$ cat src/rtl/core/b64lw_pkg.sv
`timescale 1ns / 1ps
// Package for the line-wrapped base64 encoder.
// Holds the queue entry type, character constants and the digit encoder.
// No dependencies.
package b64lw_pkg;

    localparam int unsigned JobChars = 6;

    localparam logic [5:0] LineGroupsReset = 6'd18;

    localparam logic [7:0] ChPad = 8'h3D;
    localparam logic [7:0] ChCr  = 8'h0D;
    localparam logic [7:0] ChLf  = 8'h0A;

    // One accepted byte, expanded into the characters it causes.
    typedef struct packed {
        logic [JobChars-1:0][7:0] chars;
        logic [2:0]               cnt;
        logic                     fin;
    } t_job;

    // Standard alphabet: A-Z a-z 0-9 + /
    function automatic logic [7:0] b64_digit(input logic [5:0] v);
        logic [7:0] ch;
        if (v < 6'd26) begin
            ch = 8'h41 + {2'b00, v};
        end else if (v < 6'd52) begin
            ch = 8'h61 + {2'b00, v} - 8'd26;
        end else if (v < 6'd62) begin
            ch = 8'h30 + {2'b00, v} - 8'd52;
        end else if (v == 6'd62) begin
            ch = 8'h2B;
        end else begin
            ch = 8'h2F;
        end
        return ch;
    endfunction

endpackage

$ cat src/rtl/core/b64lw_front.sv
`timescale 1ns / 1ps
// Front end: accepts raw bytes, tracks group phase and line fill,
// and builds the character list for each byte. Uses b64lw_pkg.
module b64lw_front (
    input  logic               i_clk,
    input  logic               i_rst_n,
    input  logic [5:0]         i_line_groups,
    input  logic               i_valid,
    output logic               o_ready,
    input  logic [7:0]         i_data,
    input  logic               i_final,
    output logic               o_job_valid,
    input  logic               i_job_ready,
    output b64lw_pkg::t_job    o_job
);
    import b64lw_pkg::*;

    logic [1:0] r_phase, n_phase;
    logic [3:0] r_carry, n_carry;
    logic [5:0] r_gol,   n_gol;

    logic [3:0][7:0] list;
    logic [2:0]      list_len;
    logic [1:0]      ph_mid;
    logic [3:0]      carry_mid;
    logic [5:0]      pad6;
    logic [5:0]      gol_inc;
    logic [5:0]      gol_mid;
    logic            grp;
    logic            lg_on;
    logic            wrap;
    logic            crlf;
    logic            fire;

    assign o_ready     = i_job_ready;
    assign o_job_valid = i_valid;
    assign fire        = i_valid && i_job_ready;
    assign lg_on       = (i_line_groups != 6'd0);

    always_comb begin
        list[0]   = 8'h00;
        ph_mid    = 2'd0;
        carry_mid = 4'd0;
        pad6      = 6'd0;
        unique case (r_phase)
            2'd0: begin
                list[0]   = b64_digit(i_data[7:2]);
                carry_mid = {2'b00, i_data[1:0]};
                ph_mid    = 2'd1;
                pad6      = {i_data[1:0], 4'b0000};
            end
            2'd1: begin
                list[0]   = b64_digit({r_carry[1:0], i_data[7:4]});
                carry_mid = i_data[3:0];
                ph_mid    = 2'd2;
                pad6      = {i_data[3:0], 2'b00};
            end
            default: begin
                list[0]   = b64_digit({r_carry[3:0], i_data[7:6]});
                carry_mid = 4'd0;
                ph_mid    = 2'd0;
            end
        endcase

        list[1] = (r_phase == 2'd2 || r_phase == 2'd3) ? b64_digit(i_data[5:0])
                                                       : b64_digit(pad6);
        list[2] = ChPad;
        list[3] = ChPad;

        priority if (r_phase[1]) begin
            list_len = 3'd2;
        end else if (!i_final) begin
            list_len = 3'd1;
        end else if (r_phase == 2'd0) begin
            list_len = 3'd4;
        end else begin
            list_len = 3'd3;
        end

        // a group closes on phase 2 or on any final byte
        grp     = r_phase[1] || i_final;
        gol_inc = r_gol + 6'd1;
        wrap    = grp && lg_on && (gol_inc >= i_line_groups);
        if (grp && lg_on) begin
            gol_mid = wrap ? 6'd0 : gol_inc;
        end else begin
            gol_mid = r_gol;
        end
        crlf = wrap || (i_final && lg_on && (gol_mid != 6'd0));

        for (int i = 0; i < JobChars; i++) begin
            if (i < 4 && 3'(i) < list_len) begin
                o_job.chars[i] = list[i[1:0]];
            end else if (3'(i) == list_len) begin
                o_job.chars[i] = ChCr;
            end else begin
                o_job.chars[i] = ChLf;
            end
        end
        o_job.cnt = list_len + (crlf ? 3'd2 : 3'd0);
        o_job.fin = i_final;

        n_phase = i_final ? 2'd0 : ph_mid;
        n_carry = i_final ? 4'd0 : carry_mid;
        n_gol   = i_final ? 6'd0 : gol_mid;
    end

    always_ff @(posedge i_clk) begin
        if (!i_rst_n) begin
            r_phase <= 2'd0;
            r_carry <= 4'd0;
            r_gol   <= 6'd0;
        end else if (fire) begin
            r_phase <= n_phase;
            r_carry <= n_carry;
            r_gol   <= n_gol;
        end
    end

endmodule

$ cat src/rtl/core/b64lw_fifo.sv
`timescale 1ns / 1ps
// Two-entry queue of character jobs between front and back end.
// Uses b64lw_pkg for the entry type.
module b64lw_fifo (
    input  logic            i_clk,
    input  logic            i_rst_n,
    input  logic            i_push_valid,
    output logic            o_push_ready,
    input  b64lw_pkg::t_job i_push_data,
    output logic            o_pop_valid,
    input  logic            i_pop_ready,
    output b64lw_pkg::t_job o_pop_data
);
    import b64lw_pkg::*;

    t_job       r_mem [2];
    logic       r_wp;
    logic       r_rp;
    logic [1:0] r_count;
    logic       push;
    logic       pop;

    assign o_push_ready = (r_count != 2'd2);
    assign o_pop_valid  = (r_count != 2'd0);
    assign o_pop_data   = r_mem[r_rp];
    assign push         = i_push_valid && o_push_ready;
    assign pop          = o_pop_valid && i_pop_ready;

    always_ff @(posedge i_clk) begin
        if (push) begin
            r_mem[r_wp] <= i_push_data;
        end
    end

    always_ff @(posedge i_clk) begin
        if (!i_rst_n) begin
            r_wp    <= 1'b0;
            r_rp    <= 1'b0;
            r_count <= 2'd0;
        end else begin
            if (push) begin
                r_wp <= ~r_wp;
            end
            if (pop) begin
                r_rp <= ~r_rp;
            end
            r_count <= r_count + {1'b0, push} - {1'b0, pop};
        end
    end

endmodule

$ cat src/rtl/core/b64lw_back.sv
`timescale 1ns / 1ps
// Back end: takes queued jobs and sends their characters one per cycle
// while not stalled, via a registered output stage. Uses b64lw_pkg.
module b64lw_back (
    input  logic            i_clk,
    input  logic            i_rst_n,
    input  logic            i_job_valid,
    output logic            o_job_ready,
    input  b64lw_pkg::t_job i_job,
    output logic            o_valid,
    input  logic            i_ready,
    output logic [7:0]      o_char,
    output logic            o_run_last,
    output logic            o_msg_end
);
    import b64lw_pkg::*;

    t_job       r_job;
    logic       r_busy;
    logic [2:0] r_idx;
    logic       r_ovalid;
    logic [7:0] r_char;
    logic       r_last;
    logic       r_end;
    logic       adv;
    logic       last_c;

    assign adv         = r_busy && (!r_ovalid || i_ready);
    assign last_c      = (r_idx == r_job.cnt - 3'd1);
    assign o_job_ready = !r_busy || (adv && last_c);

    assign o_valid    = r_ovalid;
    assign o_char     = r_char;
    assign o_run_last = r_last;
    assign o_msg_end  = r_end;

    always_ff @(posedge i_clk) begin
        if (o_job_ready && i_job_valid) begin
            r_job <= i_job;
        end
        if (adv) begin
            r_char <= r_job.chars[r_idx];
            r_last <= last_c;
            r_end  <= last_c && r_job.fin;
        end
    end

    always_ff @(posedge i_clk) begin
        if (!i_rst_n) begin
            r_busy   <= 1'b0;
            r_idx    <= 3'd0;
            r_ovalid <= 1'b0;
        end else begin
            if (adv) begin
                r_ovalid <= 1'b1;
            end else if (i_ready) begin
                r_ovalid <= 1'b0;
            end
            if (o_job_ready && i_job_valid) begin
                r_busy <= 1'b1;
                r_idx  <= 3'd0;
            end else if (adv && last_c) begin
                r_busy <= 1'b0;
            end else if (adv) begin
                r_idx <= r_idx + 3'd1;
            end
        end
    end

endmodule

$ cat src/rtl/core/base64_encoder_line_wrapped.sv
`timescale 1ns / 1ps
// Base64 encoder with CR LF line wrapping; top level of front, queue, back.
// Each byte's characters pass through the queue, a job register and an output register.
// One byte per cycle enters a 2-deep queue while it has room; the output sends
// one character per cycle unless stalled; a byte yields 1 to 6 chars (~1.4 avg).
// Reset (synchronous, active low) clears phase, line count and queue; line_groups = 18.
module base64_encoder_line_wrapped (
    input  logic       i_clk,
    input  logic       i_rst_n,
    input  logic       i_cfg_valid,
    output logic       o_cfg_ready,
    input  logic [5:0] i_cfg_data,       // line_groups
    input  logic       i_s_axis_tvalid,
    output logic       o_s_axis_tready,
    input  logic [7:0] i_s_axis_tdata,   // data_byte
    input  logic       i_s_axis_tlast,   // final_byte
    output logic       o_m_axis_tvalid,
    input  logic       i_m_axis_tready,
    output logic [7:0] o_m_axis_tdata,   // out_char
    output logic       o_m_axis_tlast,   // run_last
    output logic [0:0] o_m_axis_tuser    // message_end
);
    import b64lw_pkg::*;

    logic [5:0] r_line_groups;
    logic       f_valid;
    logic       f_ready;
    t_job       f_job;
    logic       q_valid;
    logic       q_ready;
    t_job       q_job;

    assign o_cfg_ready = 1'b1;

    always_ff @(posedge i_clk) begin
        if (!i_rst_n) begin
            r_line_groups <= LineGroupsReset;
        end else if (i_cfg_valid) begin
            r_line_groups <= i_cfg_data;
        end
    end

    b64lw_front u_front (
        .i_clk         (i_clk),
        .i_rst_n       (i_rst_n),
        .i_line_groups (r_line_groups),
        .i_valid       (i_s_axis_tvalid),
        .o_ready       (o_s_axis_tready),
        .i_data        (i_s_axis_tdata),
        .i_final       (i_s_axis_tlast),
        .o_job_valid   (f_valid),
        .i_job_ready   (f_ready),
        .o_job         (f_job)
    );

    b64lw_fifo u_fifo (
        .i_clk        (i_clk),
        .i_rst_n      (i_rst_n),
        .i_push_valid (f_valid),
        .o_push_ready (f_ready),
        .i_push_data  (f_job),
        .o_pop_valid  (q_valid),
        .i_pop_ready  (q_ready),
        .o_pop_data   (q_job)
    );

    b64lw_back u_back (
        .i_clk       (i_clk),
        .i_rst_n     (i_rst_n),
        .i_job_valid (q_valid),
        .o_job_ready (q_ready),
        .i_job       (q_job),
        .o_valid     (o_m_axis_tvalid),
        .i_ready     (i_m_axis_tready),
        .o_char      (o_m_axis_tdata),
        .o_run_last  (o_m_axis_tlast),
        .o_msg_end   (o_m_axis_tuser[0])
    );

endmodule

$ cat config.mk
export PLATFORM = sky130hd
export DESIGN_NAME = base64_encoder_line_wrapped
export DESIGN_NICKNAME = d
export VERILOG_FILES = /design/src/rtl/core/b64lw_pkg.sv /design/src/rtl/core/b64lw_front.sv /design/src/rtl/core/b64lw_fifo.sv /design/src/rtl/core/b64lw_back.sv /design/src/rtl/core/base64_encoder_line_wrapped.sv
export SDC_FILE = /design/constraint.sdc
export NUM_CORES = 1
export LEC_CHECK = 0
export BUFFER_PORTS_ARGS = -buffer_cell sky130_fd_sc_hd__clkbuf_2
export CAP_MARGIN = 20
export CORE_ASPECT_RATIO = 1.75
export CORE_UTILIZATION = 60
export CTS_CLUSTER_DIAMETER = 40
export DETAILED_ROUTE_END_ITERATION = 10
export GPL_ROUTABILITY_DRIVEN = 0
export PLACE_DENSITY = 0.86
export SYNTH_ARGS = -nofsm -noshare
export SYNTH_HDL_FRONTEND = slang
export SYNTH_SLANG_ARGS = --single-unit
$ cat constraint.sdc
create_clock -name i_clk -period 3.35 [get_ports i_clk]
set_input_delay 0.8375 -clock i_clk [delete_from_list [all_inputs] [get_ports i_clk]]
set_output_delay 0.8375 -clock i_clk [all_outputs]
set_load 0.01 [all_outputs]
==> results.ini, run 1 <==
[detailed_routing]
drtIter0Drc = 474
ant_nets = 0
vias = 5543
drtPass1Iterations = 10
viasPerCell = 6.529
routed_wl_microns = 16220
drc = 2
wl_per_cell_microns = 19.11

[placement]
port_buffers = 31
place_area_sq_um = 7461
place_hpwl_microns = 11190

[cells_and_area]
final_common_cell = edfxtp_1
synthToLayoutAreaGrowth_pct = 12.32
num_antenna_cells = 0
layout_common_cells = edfxtp_1, nand2_1, ha_1, nor2_1, inv_1
nets = 763
stdcell_area_sq_um = 8075
layout-drive-gt1-share = 0.1653

[worst_setup_path]
crit_fanout = 7
timing.rr.end = u_fifo.r_mem[0][3]
r2r_cells = 11
required_ps = 3480
reg2reg_slack_ps = 320
r2r-start = u_front.r_gol[2]
start_kind = flop
arrival_ps = 3160
critPathKind = flop to flop
end_kind = flop

[grt]
gr-usage-met1 = 0.2729
antenna_found_initial = 0
grt.met2_usage = 0.5098
grt_pass1_vias = 5498
track_usage = 0.2713
grt_max_degree = 32
grt_pass1_wl_microns = 26220
grt_use_met3 = 0.04438
grt_overflow = 0
grt_busiest_layer = met2

[sta]
finalSetupTns_ps = 0
final-max-slew-violation-count = 0
tightestPinTransition_ps = 1032
max_slew_margin = 0.3107
min_period_over_period = 0.9042
whs_ps = 504.7
setup_viol = 0
hold_viol = 0
rsz0062_at_grt = no
finalCriticalPeriod_ps = 3029
fmax_mhz = 330.1
skew_ps = 6.588

[die]
start_util = 0.6173
die_h_microns = 146.8
die_area_sq_um = 12440
rows = 52
io_pins = 33
coreArea_sq_um = 11650
die_w_microns = 84.75

[clocking]
holdBufCountCts = 0
cts_made_buffers = 17
cts_root_buf = clkbuf_16
cts_tree = done
htreeDepth = 4
clk_pin_slew_ps = 50
cts_sinks = 124
cts_setup_buffers = 0
cts_buffer_depth = 2
cts_resized = 0
clock_latency_ps = 410

[pwr]
power_frac_seq = 0.418
peakVddDrop_v = 0.0003251
powerDensity_nw_per_um2 = 673.5
leakage_nw = 3.090
power_frac_clock = 0.342
combPwrFrac = 0.240
total_power_mw = 5.438
intPower_mw = 3.929
power_switching_mw = 1.510
sw_frac_of_total = 0.2776

[worst_hold_path]
holdCritPathClass = flop to flop
min_to = u_back.o_valid
hold_depth = 1
hp-start = u_back.r_busy

[synth]
synthDistinctLibCells = 63
avgSynthCellArea_sq_um = 10.68
synth_edf_count = 97
synth-seq-cells = 124
synth_top_area_frac = 0.4052
synthFlopType = edfxtp_1
ys_warn_count = 0
synthArstFlopShare = 0
ys_seq_area_frac = 0.4803
yosys.area.top_type = edfxtp_1
synth_area_leaders = edfxtp_1, dfxtp_1, ha_1
netlist_instances = 673
synth_area_sq_um = 7189

[run]
cap_violations = 0

[status]
violations = design-rule violations
outcome = finished, violations left

[sequential cells by signal, summed over array words and instances, names as in the netlist]
signal / cells
u_fifo.r_mem: 58
u_back.r_job: 29
u_back.o_char: 8
r_line_groups: 6
u_front.r_gol: 6
u_front.r_carry: 4
u_back.r_idx: 3
u_fifo.r_count: 2
u_front.r_phase: 2
u_back.o_msg_end: 1
u_back.o_run_last: 1
u_back.o_valid: 1
u_back.r_busy: 1
u_fifo.r_rp: 1
u_fifo.r_wp: 1
[critical path, cell delays in order, from the launching register on]
cell     delay [ps]
dfxtp_1         440
nand3_1         180
and2_1          210
or2_2           300
ha_1            300
a21oi_1         160
o21a_1          130
o21ai_0         200
o31ai_1         320
a22oi_1         110
ha_1            230
xor2_1          180
[power groups by stage]
stage               clock network (mW)  logic (mW)  registers [mW]
finish                            1.86        1.30            2.27
global route                      1.93        1.42            2.31
CTS                               1.87        1.31            2.28
detailed placement                   0        1.29            2.31
global placement                     0        1.24            2.28
floorplan                            0       0.947            2.29
[routing by layer]
metal,up-vias,share of wire,wire [microns]
met5,-,0,0
met4,0,0.052,844
met3,81,0.054,872
met2,314,0.54,8814
met1,2623,0.35,5691
li1,2525,-,-
[logic make-up after synthesis]
family,after synthesis,synth area share
buffers and inverters,77,0.04473
xor gates and xnor gates,34,0.04333
other,2,0.001045
DFF,124,0.4803
and+or+nand+nor,183,0.1269
muxes,49,0.07536
AOI/OAI and AO/OA,162,0.1552
adders and majority gates,42,0.07309
[synthesized netlist by cell type, drive strengths merged (13+ instances only)]
| cell type | count |
|---|---|
| a21oi | 35 |
| a31oi | 13 |
| buf | 21 |
| clkbuf | 20 |
| dfxtp | 27 |
| edfxtp | 97 |
| ha | 42 |
| inv | 36 |
| mux2 | 31 |
| mux2i | 17 |
| nand2 | 43 |
| nand3 | 24 |
| nor2 | 41 |
| nor2b | 21 |
| o21ai | 30 |
| xnor2 | 21 |
[worst max-delay path by stage]
stage,slack [ps],start,end
final,320,u_front.r_gol[2],u_fifo.r_mem[0][3]
after floorplan,420,u_back.r_job[1],u_fifo.r_count[1]
after detailed placement,250,i_s_axis_tdata[4],u_fifo.r_mem[1][8]
after global placement,400,i_s_axis_tdata[4],u_fifo.r_mem[0][4]
after CTS,350,u_front.r_gol[2],u_fifo.r_mem[0][3]
after global routing,110,u_front.r_gol[2],u_fifo.r_mem[0][3]
[final cells by class]
cell class | instances | area (sq um)
Sequential cell | 124 | 3453
Tap cell | 135 | 168.9
Clock buffer | 22 | 474.2
Multi-Input combinational cell | 475 | 3428
Inverter | 36 | 135.1
Fill cell | 763 | 3571
Timing Repair Buffer | 47 | 275.3
Clock inverter | 10 | 140.1
[stage by stage]
step                std cells    util  worst slack [ps]
floorplan                 676       -             424.1
global placement          817  0.6406             400.2
detailed placement        817  0.6406             246.2
CTS                       849  0.6934             352.7
global route              849  0.6934             111.1
finish                    849  0.6934             320.8
Note: power is estimated with default switching activity, not from simulation.
==> inputs of run 2 (changes only) <==
--- a/config.mk
+++ b/config.mk
@@ -5,6 +5,7 @@
 export SDC_FILE = /design/constraint.sdc
 export NUM_CORES = 1
 export LEC_CHECK = 0
+export ABC_AREA = 0
 export BUFFER_PORTS_ARGS = -buffer_cell sky130_fd_sc_hd__clkbuf_2
 export CAP_MARGIN = 20
 export CORE_ASPECT_RATIO = 1.75
==> constraint.sdc (replaced) <==
create_clock -name i_clk -period 3.4 [get_ports i_clk]
set_input_delay 0.85 -clock i_clk [delete_from_list [all_inputs] [get_ports i_clk]]
set_output_delay 0.85 -clock i_clk [all_outputs]
set_load 0.01 [all_outputs]
==> results.ini, run 2 (synthesis results as in run 1) <==
[pwr]
power_switching_mw = 1.494  ; -1.0%
leakage_nw = 3.122  ; +1.0%
sw_frac_of_total = 0.2694  ; -0.008206
power_frac_seq = 0.404  ; -0.014
intPower_mw = 4.053  ; +3.2%
powerDensity_nw_per_um2 = 682.0  ; +1.3%
combPwrFrac = 0.233  ; -0.007
power_frac_clock = 0.362  ; +0.020
peakVddDrop_v = 0.0003737  ; +15%

[cells_and_area]
stdcell_area_sq_um = 8134  ; +0.73%
layout-drive-gt1-share = 0.1678  ; +0.002566
final_common_cell = edfxtp_1
nets = 764  ; +0.13%
num_antenna_cells = 0  ; unchanged
largest_reg_flops = 58  ; unchanged
layout_common_cells = edfxtp_1, nand2_1, ha_1, nor2_1, inv_1
synthToLayoutAreaGrowth_pct = 13.14
regMostFlops = u_fifo.r_mem
final_cells = 850  ; +0.12%

[worst_setup_path]
end_kind = flop
r2r_cells = 11  ; unchanged
crit_slowest_cell = dfxtp_1
crit_start = u_front.r_gol[2]
r2r-start = u_front.r_gol[2]
crit_fanout = 7  ; unchanged
arrival_ps = 3200  ; +40 ps
crit_chain = nand3_1, nor2_1, xor2_1, ha_1, a21oi_1, o21a_1, o21ai_0, o31ai_1, a22oi_1, ha_1, xor2_1
worst_path_largest_cell_delay_ps = 480  ; +40 ps
critPathKind = flop to flop
start_kind = flop
required_ps = 3530  ; +50 ps

[sta]
setup_ws_ps = 325.0  ; +4.174 ps
min_period_over_period = 0.9044  ; about the same
hold_viol = 0  ; unchanged
fmax_mhz = 325.2  ; -1.5%
finalSetupTns_ps = 0  ; unchanged
skew_ps = 8.446  ; +1.858 ps
setup_viol = 0  ; unchanged
finalCriticalPeriod_ps = 3075  ; +45.83 ps
tightestPinTransition_ps = 1044  ; +12.10 ps
rsz0062_at_grt = no
final-max-slew-violation-count = 0  ; unchanged
max_slew_margin = 0.3026  ; -0.008084

[grt]
grt_max_degree = 32  ; unchanged
grt_pass1_vias = 5388  ; -2.0%
grt_overflow = 0  ; unchanged
antenna_found_initial = 0  ; unchanged
grt_pass1_wl_microns = 26440  ; +0.84%
track_usage = 0.2748  ; +0.003485

[die]
rows = 52  ; unchanged
die_w_microns = 84.75  ; unchanged
die_area_sq_um = 12440  ; unchanged
coreArea_sq_um = 11650  ; unchanged
io_pins = 33  ; unchanged
start_util = 0.6173  ; unchanged
die_h_microns = 146.8  ; unchanged

[clocking]
htreeDepth = 4  ; unchanged
cts_buffer_depth = 2  ; unchanged
holdBufCountCts = 0  ; unchanged
cts_root_buf = clkbuf_16
cts_setup_buffers = 0  ; unchanged
cts_sinks = 124  ; unchanged
cts_resized = 0  ; unchanged
cts_tree = done
clock_latency_ps = 400  ; about the same
clk_pin_slew_ps = 50  ; about the same
cts_made_buffers = 17  ; unchanged

[detailed_routing]
drtPass1Iterations = 7  ; -3
viasPerCell = 6.407  ; -1.9%
ant_nets = 0  ; unchanged
drc = 0  ; -2
routed_wl_microns = 16250  ; +0.19%
wl_per_cell_microns = 19.12  ; about the same
vias = 5446  ; -1.7%
drtIter0Drc = 355  ; -25%

[placement]
port_buffers = 31  ; unchanged
dp_slack_ps = 326.8  ; +80.61 ps
place_area_sq_um = 7468  ; +0.10%
place_hpwl_microns = 11290  ; +0.90%
dp.cells = 818  ; +0.12%

[status]
outcome = complete, no violations

[worst_hold_path]
holdCritPathClass = flop to flop
hp-start = u_back.r_busy
hold_depth = 1  ; unchanged

[run]
cap_violations = 0  ; unchanged

## run 2: path summary, 6_finish.rpt
path                        end  slack [ps]
max          u_fifo.r_mem[0][3]         320
min              u_back.o_valid         490
max reg2reg  u_fifo.r_mem[0][3]         320
min reg2reg      u_back.o_valid         490
## run 2: final cells by class
type,instances,area [sq um]
timing repair buffer,48,282.8
clock inverter,12,219.0
fill,764,3512
inverter,36,135.1
sequential,124,3453
multi-input combinational,475,3428
clock buffer,20,446.7
tap,135,168.9
## run 2: worst max-delay path, delay by kind of cell (launching register included)
kind,cells,cell delay (ps)
AO/OA/AOI/OAI,5,1010
adder cells (fa/ha/maj),2,550
flip-flops,1,480
XOR/XNOR,2,430
AND/OR/NAND/NOR,2,320
## run 2: metal layers
layer | up-vias | GRT usage | share of wire
li1 | 2538 | - | -
met1 | 2554 | 0.2925 | 0.35
met2 | 293 | 0.5093 | 0.55
met3 | 61 | 0.04045 | 0.057
met4 | 0 | 0.1559 | 0.045
met5 | - | 0 | 0
## run 2: power by group through the flow
stage                     combinational (mW)  sequential, mW  clock (mW)
after CTS                               1.30            2.25        2.02
after global routing                    1.42            2.27        2.09
after global placement                  1.22            2.25           0
after detailed placement                1.28            2.27           0
after floorplan                        0.933            2.25           0
final                                   1.30            2.24        2.01
## run 2: stage by stage
| step | hold slack, ps | total power [mW] | util |
|---|---|---|---|
| after CTS | 492.1 | 5.572 | 0.6984 |
| after global routing | 517.6 | 5.779 | 0.6984 |
| final | 492.6 | 5.548 | 0.6984 |
| after detailed placement | 481.4 | 3.551 | 0.6413 |
| after global placement | 454.8 | 3.474 | 0.6413 |
| after floorplan | 448.4 | 3.186 | - |
